### src/design/etns_pkg.sv
package etns_pkg;

    localparam int NODE_W = 16;
    localparam int IDX_W  = 5;
    localparam int REL_W  = 2;

    localparam logic OP_WRITE  = 1'b0;
    localparam logic OP_SEARCH = 1'b1;

    typedef struct packed {
        logic              op;
        logic [IDX_W-1:0]  entry_index;
        logic [NODE_W-1:0] entry_src;
        logic [NODE_W-1:0] entry_dst;
        logic [REL_W-1:0]  entry_rel;
        logic [NODE_W-1:0] key_node;
        logic [REL_W-1:0]  key_rel;
        logic              parent_search;
    } etns_in_t;

    typedef struct packed {
        logic [NODE_W-1:0] match_node;
        logic              end_of_search;
    } etns_out_t;

    // controller -> datapath
    typedef struct packed {
        logic wr_en;
        logic load_key;
        logic rd_en;
        logic advance;
        logic load_hit;
        logic load_end;
    } etns_cmd_t;

    // datapath -> controller
    typedef struct packed {
        logic all_issued;
        logic data_valid;
        logic hit;
        logic out_free;
    } etns_sts_t;

endpackage

### src/design/etns_dpath.sv
module etns_dpath
    import etns_pkg::*;
#(
    parameter int TABLE_DEPTH = 32,
    parameter int NODE_WIDTH  = 16
) (
    input  logic      aclk,
    input  logic      aresetn,
    input  etns_in_t  s_data,
    input  logic      m_ready,
    input  etns_cmd_t cmd,
    output etns_sts_t sts,
    output logic      m_valid,
    output etns_out_t m_data
);

    localparam int SW = (NODE_WIDTH < NODE_W) ? NODE_WIDTH : NODE_W;
    localparam int EW = 2 * SW + REL_W;
    localparam int IW = $clog2(TABLE_DEPTH);
    localparam int CW = $clog2(TABLE_DEPTH + 1);

    logic [EW-1:0]    mem [TABLE_DEPTH];
    logic [EW-1:0]    rdata_reg;
    logic             data_valid_reg;
    logic [CW-1:0]    addr_reg;
    logic [SW-1:0]    key_reg;
    logic [REL_W-1:0] key_rel_reg;
    logic             parent_reg;
    logic             out_valid_reg;
    etns_out_t        out_reg;

    logic [SW-1:0]    rd_src;
    logic [SW-1:0]    rd_dst;
    logic [REL_W-1:0] rd_rel;
    logic [SW-1:0]    probe;
    logic [SW-1:0]    other;
    logic             in_range;

    assign in_range = 32'(s_data.entry_index) < TABLE_DEPTH;

    // table storage: written from the input port, scanned one entry per read
    always_ff @(posedge aclk) begin
        if (cmd.wr_en && in_range) begin
            mem[IW'(s_data.entry_index)] <= {SW'(s_data.entry_src), SW'(s_data.entry_dst),
                                             s_data.entry_rel};
        end
        if (cmd.rd_en) begin
            rdata_reg <= mem[addr_reg[IW-1:0]];
        end
    end

    always_ff @(posedge aclk) begin
        if (cmd.load_key) begin
            key_reg     <= SW'(s_data.key_node);
            key_rel_reg <= s_data.key_rel;
            parent_reg  <= s_data.parent_search;
        end
    end

    always_ff @(posedge aclk) begin
        if (!aresetn) begin
            addr_reg       <= '0;
            data_valid_reg <= 1'b0;
        end else if (cmd.load_key) begin
            addr_reg       <= '0;
            data_valid_reg <= 1'b0;
        end else begin
            if (cmd.rd_en) begin
                addr_reg <= addr_reg + CW'(1);
            end
            if (cmd.advance) begin
                data_valid_reg <= cmd.rd_en;
            end
        end
    end

    assign {rd_src, rd_dst, rd_rel} = rdata_reg;
    assign probe = parent_reg ? rd_dst : rd_src;
    assign other = parent_reg ? rd_src : rd_dst;

    assign sts.hit        = (probe == key_reg) && (rd_rel == key_rel_reg);
    assign sts.data_valid = data_valid_reg;
    assign sts.all_issued = (addr_reg == CW'(TABLE_DEPTH));
    assign sts.out_free   = !out_valid_reg || m_ready;

    // result register
    always_ff @(posedge aclk) begin
        if (!aresetn) begin
            out_valid_reg <= 1'b0;
        end else if (cmd.load_hit || cmd.load_end) begin
            out_valid_reg <= 1'b1;
        end else if (m_ready) begin
            out_valid_reg <= 1'b0;
        end
    end

    always_ff @(posedge aclk) begin
        if (cmd.load_hit) begin
            out_reg.match_node    <= NODE_W'(other);
            out_reg.end_of_search <= 1'b0;
        end else if (cmd.load_end) begin
            out_reg.match_node    <= '0;
            out_reg.end_of_search <= 1'b1;
        end
    end

    assign m_valid = out_valid_reg;
    assign m_data  = out_reg;

    a_no_read_past_end: assert property (@(posedge aclk) disable iff (!aresetn)
        cmd.rd_en |-> (addr_reg < CW'(TABLE_DEPTH)))
        else $error("read issued past last table entry");

    a_no_result_overwrite: assert property (@(posedge aclk) disable iff (!aresetn)
        (out_valid_reg && !m_ready) |-> !(cmd.load_hit || cmd.load_end))
        else $error("pending result overwritten");

    a_write_only_when_idle_scan: assert property (@(posedge aclk) disable iff (!aresetn)
        cmd.wr_en |-> !(cmd.rd_en || data_valid_reg))
        else $error("table write during scan");

endmodule

### src/design/etns_ctrl.sv
module etns_ctrl
    import etns_pkg::*;
(
    input  logic      aclk,
    input  logic      aresetn,
    input  logic      s_valid,
    input  logic      s_op,
    output logic      s_ready,
    input  etns_sts_t sts,
    output etns_cmd_t cmd
);

    localparam logic [1:0] ST_IDLE = 2'd0;
    localparam logic [1:0] ST_SCAN = 2'd1;
    localparam logic [1:0] ST_END  = 2'd2;

    logic [1:0] state_reg;
    logic [1:0] state_next;
    logic       stall;

    // a matching entry waits while the result register is still occupied
    assign stall = sts.data_valid && sts.hit && !sts.out_free;

    always_comb begin
        state_next = state_reg;
        cmd        = '0;
        s_ready    = 1'b0;
        case (state_reg)
            ST_IDLE: begin
                s_ready = 1'b1;
                if (s_valid) begin
                    if (s_op == OP_SEARCH) begin
                        cmd.load_key = 1'b1;
                        state_next   = ST_SCAN;
                    end else begin
                        cmd.wr_en = 1'b1;
                    end
                end
            end
            ST_SCAN: begin
                if (!stall) begin
                    cmd.advance  = 1'b1;
                    cmd.rd_en    = !sts.all_issued;
                    cmd.load_hit = sts.data_valid && sts.hit;
                    if (sts.all_issued) begin
                        state_next = ST_END;
                    end
                end
            end
            ST_END: begin
                if (sts.out_free) begin
                    cmd.load_end = 1'b1;
                    state_next   = ST_IDLE;
                end
            end
            default: begin
                state_next = ST_IDLE;
            end
        endcase
    end

    always_ff @(posedge aclk) begin
        if (!aresetn) begin
            state_reg <= ST_IDLE;
        end else begin
            state_reg <= state_next;
        end
    end

    a_stall_holds_scan: assert property (@(posedge aclk) disable iff (!aresetn)
        (state_reg == ST_SCAN && stall) |=> (state_reg == ST_SCAN))
        else $error("scan left while a match was pending");

    a_single_load: assert property (@(posedge aclk) disable iff (!aresetn)
        !(cmd.load_hit && cmd.load_end))
        else $error("hit and end loaded together");

    a_end_after_scan: assert property (@(posedge aclk) disable iff (!aresetn)
        cmd.load_end |-> !sts.data_valid)
        else $error("end item issued with an unchecked entry");

endmodule

### src/design/edge_table_neighbour_search.sv
// Write transfer: accepted while idle, no result.
// Search transfer: the scan reads one table entry per cycle through a single memory
// read port, except that it holds while a match is pending and m_ready stays low; the
// end item follows once every entry is checked and the output is free.
// Reset (aresetn, synchronous, active low) clears control and output valid only;
// table contents are undefined until written.
module edge_table_neighbour_search
    import etns_pkg::*;
#(
    parameter int TABLE_DEPTH = 32,
    parameter int NODE_WIDTH  = 16
) (
    input  logic      aclk,
    input  logic      aresetn,
    // input channel
    input  logic      s_valid,
    output logic      s_ready,
    input  etns_in_t  s_data,
    // result channel
    output logic      m_valid,
    input  logic      m_ready,
    output etns_out_t m_data
);

    // Command and status between the sequencer and the table datapath.
    etns_cmd_t cmd;
    etns_sts_t sts;

    // Sequencer: idle / scan / end. Takes a transfer only when idle; a write
    // goes straight into the table, a search latches its key and starts the scan.
    // During the scan it steps the read address, hands matches to the result
    // register and pauses on a match while that register is still full.
    etns_ctrl u_ctrl (
        .aclk    (aclk),
        .aresetn (aresetn),
        .s_valid (s_valid),
        .s_op    (s_data.op),
        .s_ready (s_ready),
        .sts     (sts),
        .cmd     (cmd)
    );

    // Datapath: edge table memory, registered read, key compare and the
    // output register. The output register is separate from the scan, so a
    // new transfer is taken while the end item is still waiting on m_ready.
    etns_dpath #(
        .TABLE_DEPTH (TABLE_DEPTH),
        .NODE_WIDTH  (NODE_WIDTH)
    ) u_dpath (
        .aclk    (aclk),
        .aresetn (aresetn),
        .s_data  (s_data),
        .m_ready (m_ready),
        .cmd     (cmd),
        .sts     (sts),
        .m_valid (m_valid),
        .m_data  (m_data)
    );

endmodule

### config.mk
export PLATFORM = sky130hd
export DESIGN_NAME = edge_table_neighbour_search
export DESIGN_NICKNAME = d
export VERILOG_FILES = /design/src/design/etns_pkg.sv /design/src/design/etns_dpath.sv /design/src/design/etns_ctrl.sv /design/src/design/edge_table_neighbour_search.sv
export SDC_FILE = /design/constraint.sdc
export NUM_CORES = 1
export LEC_CHECK = 0
export BUFFER_PORTS_ARGS = -buffer_cell sky130_fd_sc_hd__buf_2
export CAP_MARGIN = 10
export CORE_ASPECT_RATIO = 1.1
export CORE_MARGIN = 1
export CORE_UTILIZATION = 50
export CTS_CLUSTER_SIZE = 24
export DETAILED_ROUTE_END_ITERATION = 6
export PLACE_DENSITY = 0.67
export SLEW_MARGIN = 0
export SYNTH_ARGS = -nofsm -noshare
export SYNTH_HDL_FRONTEND = slang
export SYNTH_HIERARCHICAL = 1
export SYNTH_SLANG_ARGS = --single-unit
### constraint.sdc
create_clock -name aclk -period 6.79 [get_ports aclk]
set_input_delay 0.679 -clock aclk [delete_from_list [all_inputs] [get_ports aclk]]
set_output_delay 0.679 -clock aclk [all_outputs]
set_load 0.005 [all_outputs]
==> key figures, run 1 <==
Drt
  • ANT nets after route: 0
  • DR vias: 20000
  • Routed len/inst: 31.1 µm
  • DRT Pass-1 Iters: 5
  • DR iter-0 viols: 2175
  • Drt total wl: 101000 µm
  • Vias/cell: 6.16
  • Residual DRC count: 0

Synth
  • Syn Area/Cell: 24.1 µm²
  • Synth warn: 6
  • Cell variety after synth: 38
  • Syn Nets: 1918
  • Syn Inst Count: 1853
  • #FFs+latches synth: 1168
  • Sequential share of the synthesized area: 0.782
  • Async SR Flop Fraction: 0
  • Post-synthesis cell area: 44700 µm²
  • Main synth FF type: edfxtp_1
  • Post-synth EDFFs: 1157

STA
  • Slew Limit Fails: 0
  • Slew HR: 0.162
  • Setup TNS: 0 ps
  • Final period utilization: 0.549
  • Min cycle time layout: 3730 ps
  • Fmax: 268 MHz
  • RSZ-0062 raised after global routing: false
  • Worst clock skew: 31.5 ps
  • Final Setup Violations: 0
  • Setup ws final: 3060 ps
  • Worst-margin pin slew: between 1000 and 1500 ps
  • Final hold vios: 0

Power and ir drop
  • Switching share of total power: 0.198
  • P_sw: 2.88 mW
  • Leak: 15.4 nW
  • Sequential power share: 0.550
  • Clk pwr share: 0.424
  • Comb pwr share: 0.026
  • Cell Int Power: 11.6 mW
  • Maximum vdd drop: 0.230 mV
  • Pwr/cell area: 287 nW/µm²

Floorplan
  • Core area: between 80000 and 90000 µm²
  • Floorplan row count: 114
  • Initial Util: 0.507
  • Die Wd: 287 µm
  • Vert. Die Dim: around 320 µm
  • Die area: 90600 µm²
  • Top Ports: 82

Final layout
  • Max reg flops: between 1000 and 1500
  • Ratio of cells with drive above 1 in the final layout: 0.332
  • Area Overhead vs Synth: 13.2%
  • Final nets: around 2100
  • Final non-filler cell total: 3248
  • Final Cell Area: 50600 µm²

Place
  • Buffers on Ports: 81
  • Dpl hpwl: between 50000 and 60000 µm
  • DP Area: 46900 µm²
  • GP Congestion: about 0.80
  • Post-Place Cells: around 3000
  • Pre-CTS setup slack: 2970 ps

CTS
  • TritonCTS clock tree: done
  • Hold_buf cts: 0
  • Clk buf depth: 3
  • Setup bufs post-CTS: 0
  • # clock sinks: between 1000 and 1500
  • Clock slew at reported path FFs: 60 ps
  • Htree depth: 3
  • Inserted Clock Buffers: ~110
  • Post-cts sizing count: 0
  • Clock root cell: clkbuf_16
  • Clock Latency Late Sink: 690 ps

Setup path
  • Critical path origin: u_dpath/addr_reg[1]
  • CP Max Fanout: between 90 and 100
  • WP buf/inv: 3
  • R2R cell count: 9
  • CP cell instances: buf_12, inv_1, ha_1, and4b_1, nor3_2, buf_4, nand4_1, or3_1, a21oi_1
  • Crit path largest cell delay: between 700 and 800 ps
  • Critical path required time: 7410 ps
  • FF-to-FF End: u_dpath/addr_reg[5]
  • Worst flop-to-flop path startpoint: u_dpath/addr_reg[1]
  • CP startpoint kind: register
  • CP arrival: ~4400 ps
  • Crit path kind: register to register
  • Crit-path leading delay family: buffers and inverters
  • R2R Setup Slk: a little over 3000 ps
  • Critical-path top delay cell: dfxtp_4
  • Worst setup EP type: register

GRT
  • Tot GR Track Use: 0.229
  • GR Overflow Total: 0
  • Antenna violations before repair: 10
  • Largest net degree at the start of global routing: 125
  • Vias in the first global route: 20200
  • First-pass GRT wire length: 146000 µm

Worst hold path
  • Hold Path Class: primary input to register
  • Hold Crit Start: s_data[5]
  • Min-Delay Endpoint: u_dpath/key_reg[2]
  • Hold path cells: 1

Outcome
  • Outcome: completed

Flow run
  • Max_cap viols: 0
cells by family after synthesis:
family | after synthesis | synth area share
DFF | 1168 | 0.782
adders and majority gates | 2 | 0.000559
buffers and inverters | 95 | 0.0104
muxes | 426 | 0.187
xor gates and xnor gates | 22 | 0.00431
AOI/OAI and AO/OA | 24 | 0.00294
and+or+nand+nor | 116 | 0.0132
placed cells by master (no fill, tap or decap), types with 3 or more instances in the layout:
master	count
bufinv_16	12
edfxtp_1	1157
mux2i_1	52
mux2_2	52
nor2_4	32
nor2_1	13
nand3_1	3
nor2b_1	16
clkbuf_1	25
nand2b_1	4
inv_16	3
clkbuf_16	115
buf_12	14
dfxtp_1	7
nand2_1	21
xor2_1	15
xnor2_1	7
clkinv_2	22
or3b_2	3
o21ai_0	19
nand4_1	5
mux4_2	322
buf_2	81
clkinv_1	25
nand3b_1	6
dfxtp_4	3
buf_16	7
buf_4	17
metal layers:
| metal | vias up | global-route usage | share of wire | wire [µm] |
|---|---|---|---|---|
| li1 | 8209 | - | - | - |
| met1 | 10800 | 0.318 | 0.40 | 40000 |
| met2 | 853 | 0.360 | 0.49 | 49100 |
| met3 | 149 | 0.0570 | 0.088 | 8920 |
| met4 | 6 | 0.0722 | 0.029 | 2880 |
| met5 | - | 0 | 0.00036 | 36 |
how the worst max path moves through the flow:
stage                          endpoint  cells past startpoint
finish              u_dpath/addr_reg[5]                      9
global route        u_dpath/addr_reg[5]                      9
CTS                 u_dpath/addr_reg[5]                      9
detailed placement  u_dpath/addr_reg[5]                      9
global placement    u_dpath/addr_reg[5]                      9
floorplan           u_dpath/addr_reg[5]                     13
synth_stat cells, types with 2 or more instances:
| cell type | n | area (µm²) |
|---|---|---|
| edfxtp_1 | 1157 | 34700 |
| mux4_2 | 322 | 7250 |
| mux2_2 | 52 | 586 |
| mux2i_1 | 52 | 521 |
| nor2_1 | 45 | 169 |
| clkbuf_1 | 36 | 135 |
| buf_2 | 28 | 140 |
| nand2_1 | 21 | 78.8 |
| o21ai_0 | 19 | 95.1 |
| nor2b_1 | 16 | 100 |
| xor2_1 | 15 | 131 |
| buf_4 | 13 | 97.6 |
| buf_1 | 12 | 45.0 |
| dfxtp_1 | 11 | 220 |
| xnor2_1 | 7 | 61.3 |
| nand3b_1 | 6 | 45.0 |
| nand4_1 | 5 | 31.3 |
| nand2b_1 | 4 | 25.0 |
| buf_6 | 3 | 33.8 |
| nand3_1 | 3 | 15.0 |
| or3b_2 | 3 | 26.3 |
| a21oi_1 | 2 | 10.0 |
| and3b_1 | 2 | 17.5 |
| ha_1 | 2 | 25.0 |
| inv_1 | 2 | 7.51 |
| nor4_1 | 2 | 12.5 |
| or3_1 | 2 | 12.5 |
worst reg2reg max path: cells and delay by family (launching register included):
| kind | cells | cell delay (ps) |
|---|---|---|
| buffers and inverters | 3 | 1490 |
| AND/OR/NAND/NOR | 4 | 1090 |
| flip-flops | 1 | 740 |
| adder cells (fa/ha/maj) | 1 | 210 |
| AO/OA/AOI/OAI | 1 | 140 |
through the flow:
step	hold slack, ps	total power [mW]	utilization
2_1_floorplan	454	8.31	-
3_3_place_gp	464	8.52	0.528
3_5_place_dp	483	8.53	0.531
4_1_cts	125	14.6	0.572
5_1_grt	149	14.9	0.573
6_report	162	14.5	0.573
area by class of cell:
| type | count | area [µm²] |
|---|---|---|
| Tap cell | 1160 | 1450 |
| Sequential cell | 1168 | 35000 |
| Timing Repair Buffer | 119 | 1010 |
| Inverter | 3 | 16.3 |
| Multi-Input combinational cell | 590 | 9540 |
| Clock inverter | 67 | 666 |
| Fill cell | 6145 | 37700 |
| Antenna cell | 1 | 2.50 |
| Clock buffer | 140 | 2970 |
power groups by stage:
stage	Sequential, mW	Combinational [mW]	Clock [mW]
2_1_floorplan	8.13	0.176	0
3_3_place_gp	8.14	0.374	0
3_5_place_dp	8.15	0.388	0
4_1_cts	7.99	0.389	6.26
5_1_grt	7.99	0.410	6.53
6_report	7.99	0.381	6.15
Note: power is estimated with default switching activity, not from simulation.
==> run 2: changes to the inputs <==
clock period = 3.5 ns   (was 6.79 ns; I/O delays follow)
==> run 2 against run 1 <==
  * Cell area is 1.7% higher
  * Register-to-register slack worse by 2700 ps
  * Via count is 1.8% higher
  * Combinational power is 89% higher
  * Cell count is 2.1% higher
  * Core utilization is 0.97 points higher
  * Fmax is 18% higher
  * Sequential power is 94% higher
  * Worst hold slack worse by 35 ps
  * Die area stayed put
  * Setup slack worse by 2700 ps
  * Largest power group unchanged
==> key figures, run 2 (synthesis gave the netlist of run 1 again) <==
STA
  • Worst-margin pin slew: 886 ps
  • Final period utilization: 0.906
  • Setup TNS: 0 ps
  • Fmax: 315 MHz
  • RSZ-0062 raised after global routing: false
  • Slew HR: 0.409
  • Worst clock skew: 25.4 ps
  • Final hold vios: 0
  • Slew Limit Fails: 0
  • Final Setup Violations: 0
  • Min cycle time layout: 3170 ps

Place
  • Dpl hpwl: between 50000 and 60000 µm
  • Buffers on Ports: 81
  • GP Congestion: 0.800

Drt
  • Routed len/inst: 30.8 µm
  • Met3 Wirelength: 7870 µm
  • Residual DRC count: 0
  • DRT Pass-1 Iters: 5
  • DR vias: 20400
  • Drt total wl: 102000 µm
  • Met2 WL: slightly above 50000 µm
  • DR iter-0 viols: approximately 2200
  • ANT nets after route: 0
  • Max layer used: met5
  • Vias/cell: 6.15
  • DRT met1 WL: about 40000 µm

GRT
  • Antenna violations before repair: 5
  • Vias in the first global route: slightly above 20000
  • Largest net degree at the start of global routing: 71
  • First-pass GRT wire length: 147000 µm
  • Tot GR Track Use: 0.231
  • GR Overflow Total: 0

Final layout
  • Leading cell type in the layout, fill and taps excluded: edfxtp_1
  • Max reg flops: 1088
  • Final nets: 2127
  • Fillers: 6086
  • Area Overhead vs Synth: 15.1%
  • Most frequent cells in the layout: edfxtp_1, mux4_2, clkbuf_16
  • Ratio of cells with drive above 1 in the final layout: 0.348

Setup path
  • R2R cell count: 8
  • Worst flop-to-flop path startpoint: u_dpath/parent_reg
  • Last element of the critical path: u_dpath/m_data[4]
  • Critical path required time: 3810 ps
  • Crit path kind: register to register
  • CP arrival: 3480 ps
  • Worst setup EP type: register
  • FF-to-FF End: u_dpath/m_data[4]
  • Critical path origin: u_dpath/parent_reg
  • CP Max Fanout: 16
  • CP startpoint kind: register
  • R2R Setup Slk: 330 ps

CTS
  • Htree depth: 3
  • # clock sinks: 1168
  • Clock root cell: clkbuf_16
  • Clock Latency Late Sink: around 700 ps
  • Setup bufs post-CTS: 0
  • Clk buf depth: 3
  • TritonCTS clock tree: done
  • Clock slew at reported path FFs: 60 ps
  • Inserted Clock Buffers: 110

Floorplan
  • Die area: 90600 µm²
  • Top Ports: 82
  • Core area: ~88000 µm²
  • Floorplan row count: ~110
  • Initial Util: 0.507
  • Die Wd: around 290 µm
  • Vert. Die Dim: ~320 µm

Power and ir drop
  • Pwr/cell area: approximately 550 nW/µm²
  • Leak: 15.8 nW
  • Maximum vdd drop: roughly 0.42 mV
  • Total Power: between 20 and 30 mW

Outcome
  • Outcome: completed

Worst hold path
  • Hold Path Class: primary input to register

Flow run
  • Max_cap viols: 0
==> run 2: cell count changes in the layout (fill, tap and decap cells not counted), sizes merged <==
cell	change
buf	+49
dlygate4sd3	+21
clkbuf	-15
clkinv	+10
clkinvlp	+3
inv	-3
bufinv	+2
diode	+1
==> run 2: worst min-delay path by stage <==
stage	start	end	slack, ps	depth (start not counted)
final	m_ready	u_dpath/m_valid	130	3
after global routing	m_ready	u_dpath/m_valid	130	3
after CTS	m_ready	u_dpath/m_valid	80	3
after detailed placement	u_dpath/m_data[0]	u_dpath/m_data[0]	470	2
after global placement	u_dpath/m_data[0]	u_dpath/m_data[0]	460	2
after floorplan	s_data[3]	u_dpath/key_reg[0]	450	0
==> run 2: area by class of cell <==
class                      instances  area (µm²)  area share
tap                             1160        1450      0.0282
timing repair buffer             189        1870      0.0363
clock inverter                    79         751      0.0146
clock buffer                     125        2870      0.0558
multi-input combinational        590        9550       0.185
inverter                           3        16.3    0.000316
sequential                      1168       35000       0.679
antenna                            2        5.00   0.0000972
==> run 2: metrics by stage <==
step / instances / utilization / instance area [µm²] / hold WS [ps] / worst slack, ps
after floorplan: 1853 / - / 44700 / 449 / 38.7
after global placement: 3089 / 0.540 / 47700 / 459 / 416
after detailed placement: 3089 / 0.540 / 47700 / 474 / 325
after CTS: 3314 / 0.583 / 51500 / 82.2 / 298
after global routing: 3316 / 0.583 / 51500 / 132 / 88.2
final: 3316 / 0.583 / 51500 / 127 / 330
==> run 2: power breakdown <==
part	internal, mW	switching, mW	total, mW
Combinational	0.274	0.445	0.720
Clock	6.90	4.98	11.9
Sequential	15.5	0.0346	15.5
Total	22.6	5.46	28.1
==> run 2: timing repair <==
item | CTS | global route
hold buffers | 21 | 0
endpoints found under the hold margin | 22 | 0
resized for setup | 0 | 0
==> run 2: metal layers <==
metal / up-vias / global-route usage
met1: 11000 / 0.316
met2: 878 / 0.381
met3: 157 / 0.0433
li1: 8347 / -
met5: - / 0
met4: 4 / 0.0735
==> run 2: critical path, stage by stage (launching register included) <==
cell and delay [ps]:
edfxtp_1 640, mux2i_1 290, xnor2_1 90, nor4_1 310, nand4_1 150, nor4_1 530, and4_1 300, nor2_1 60
inv_1 420
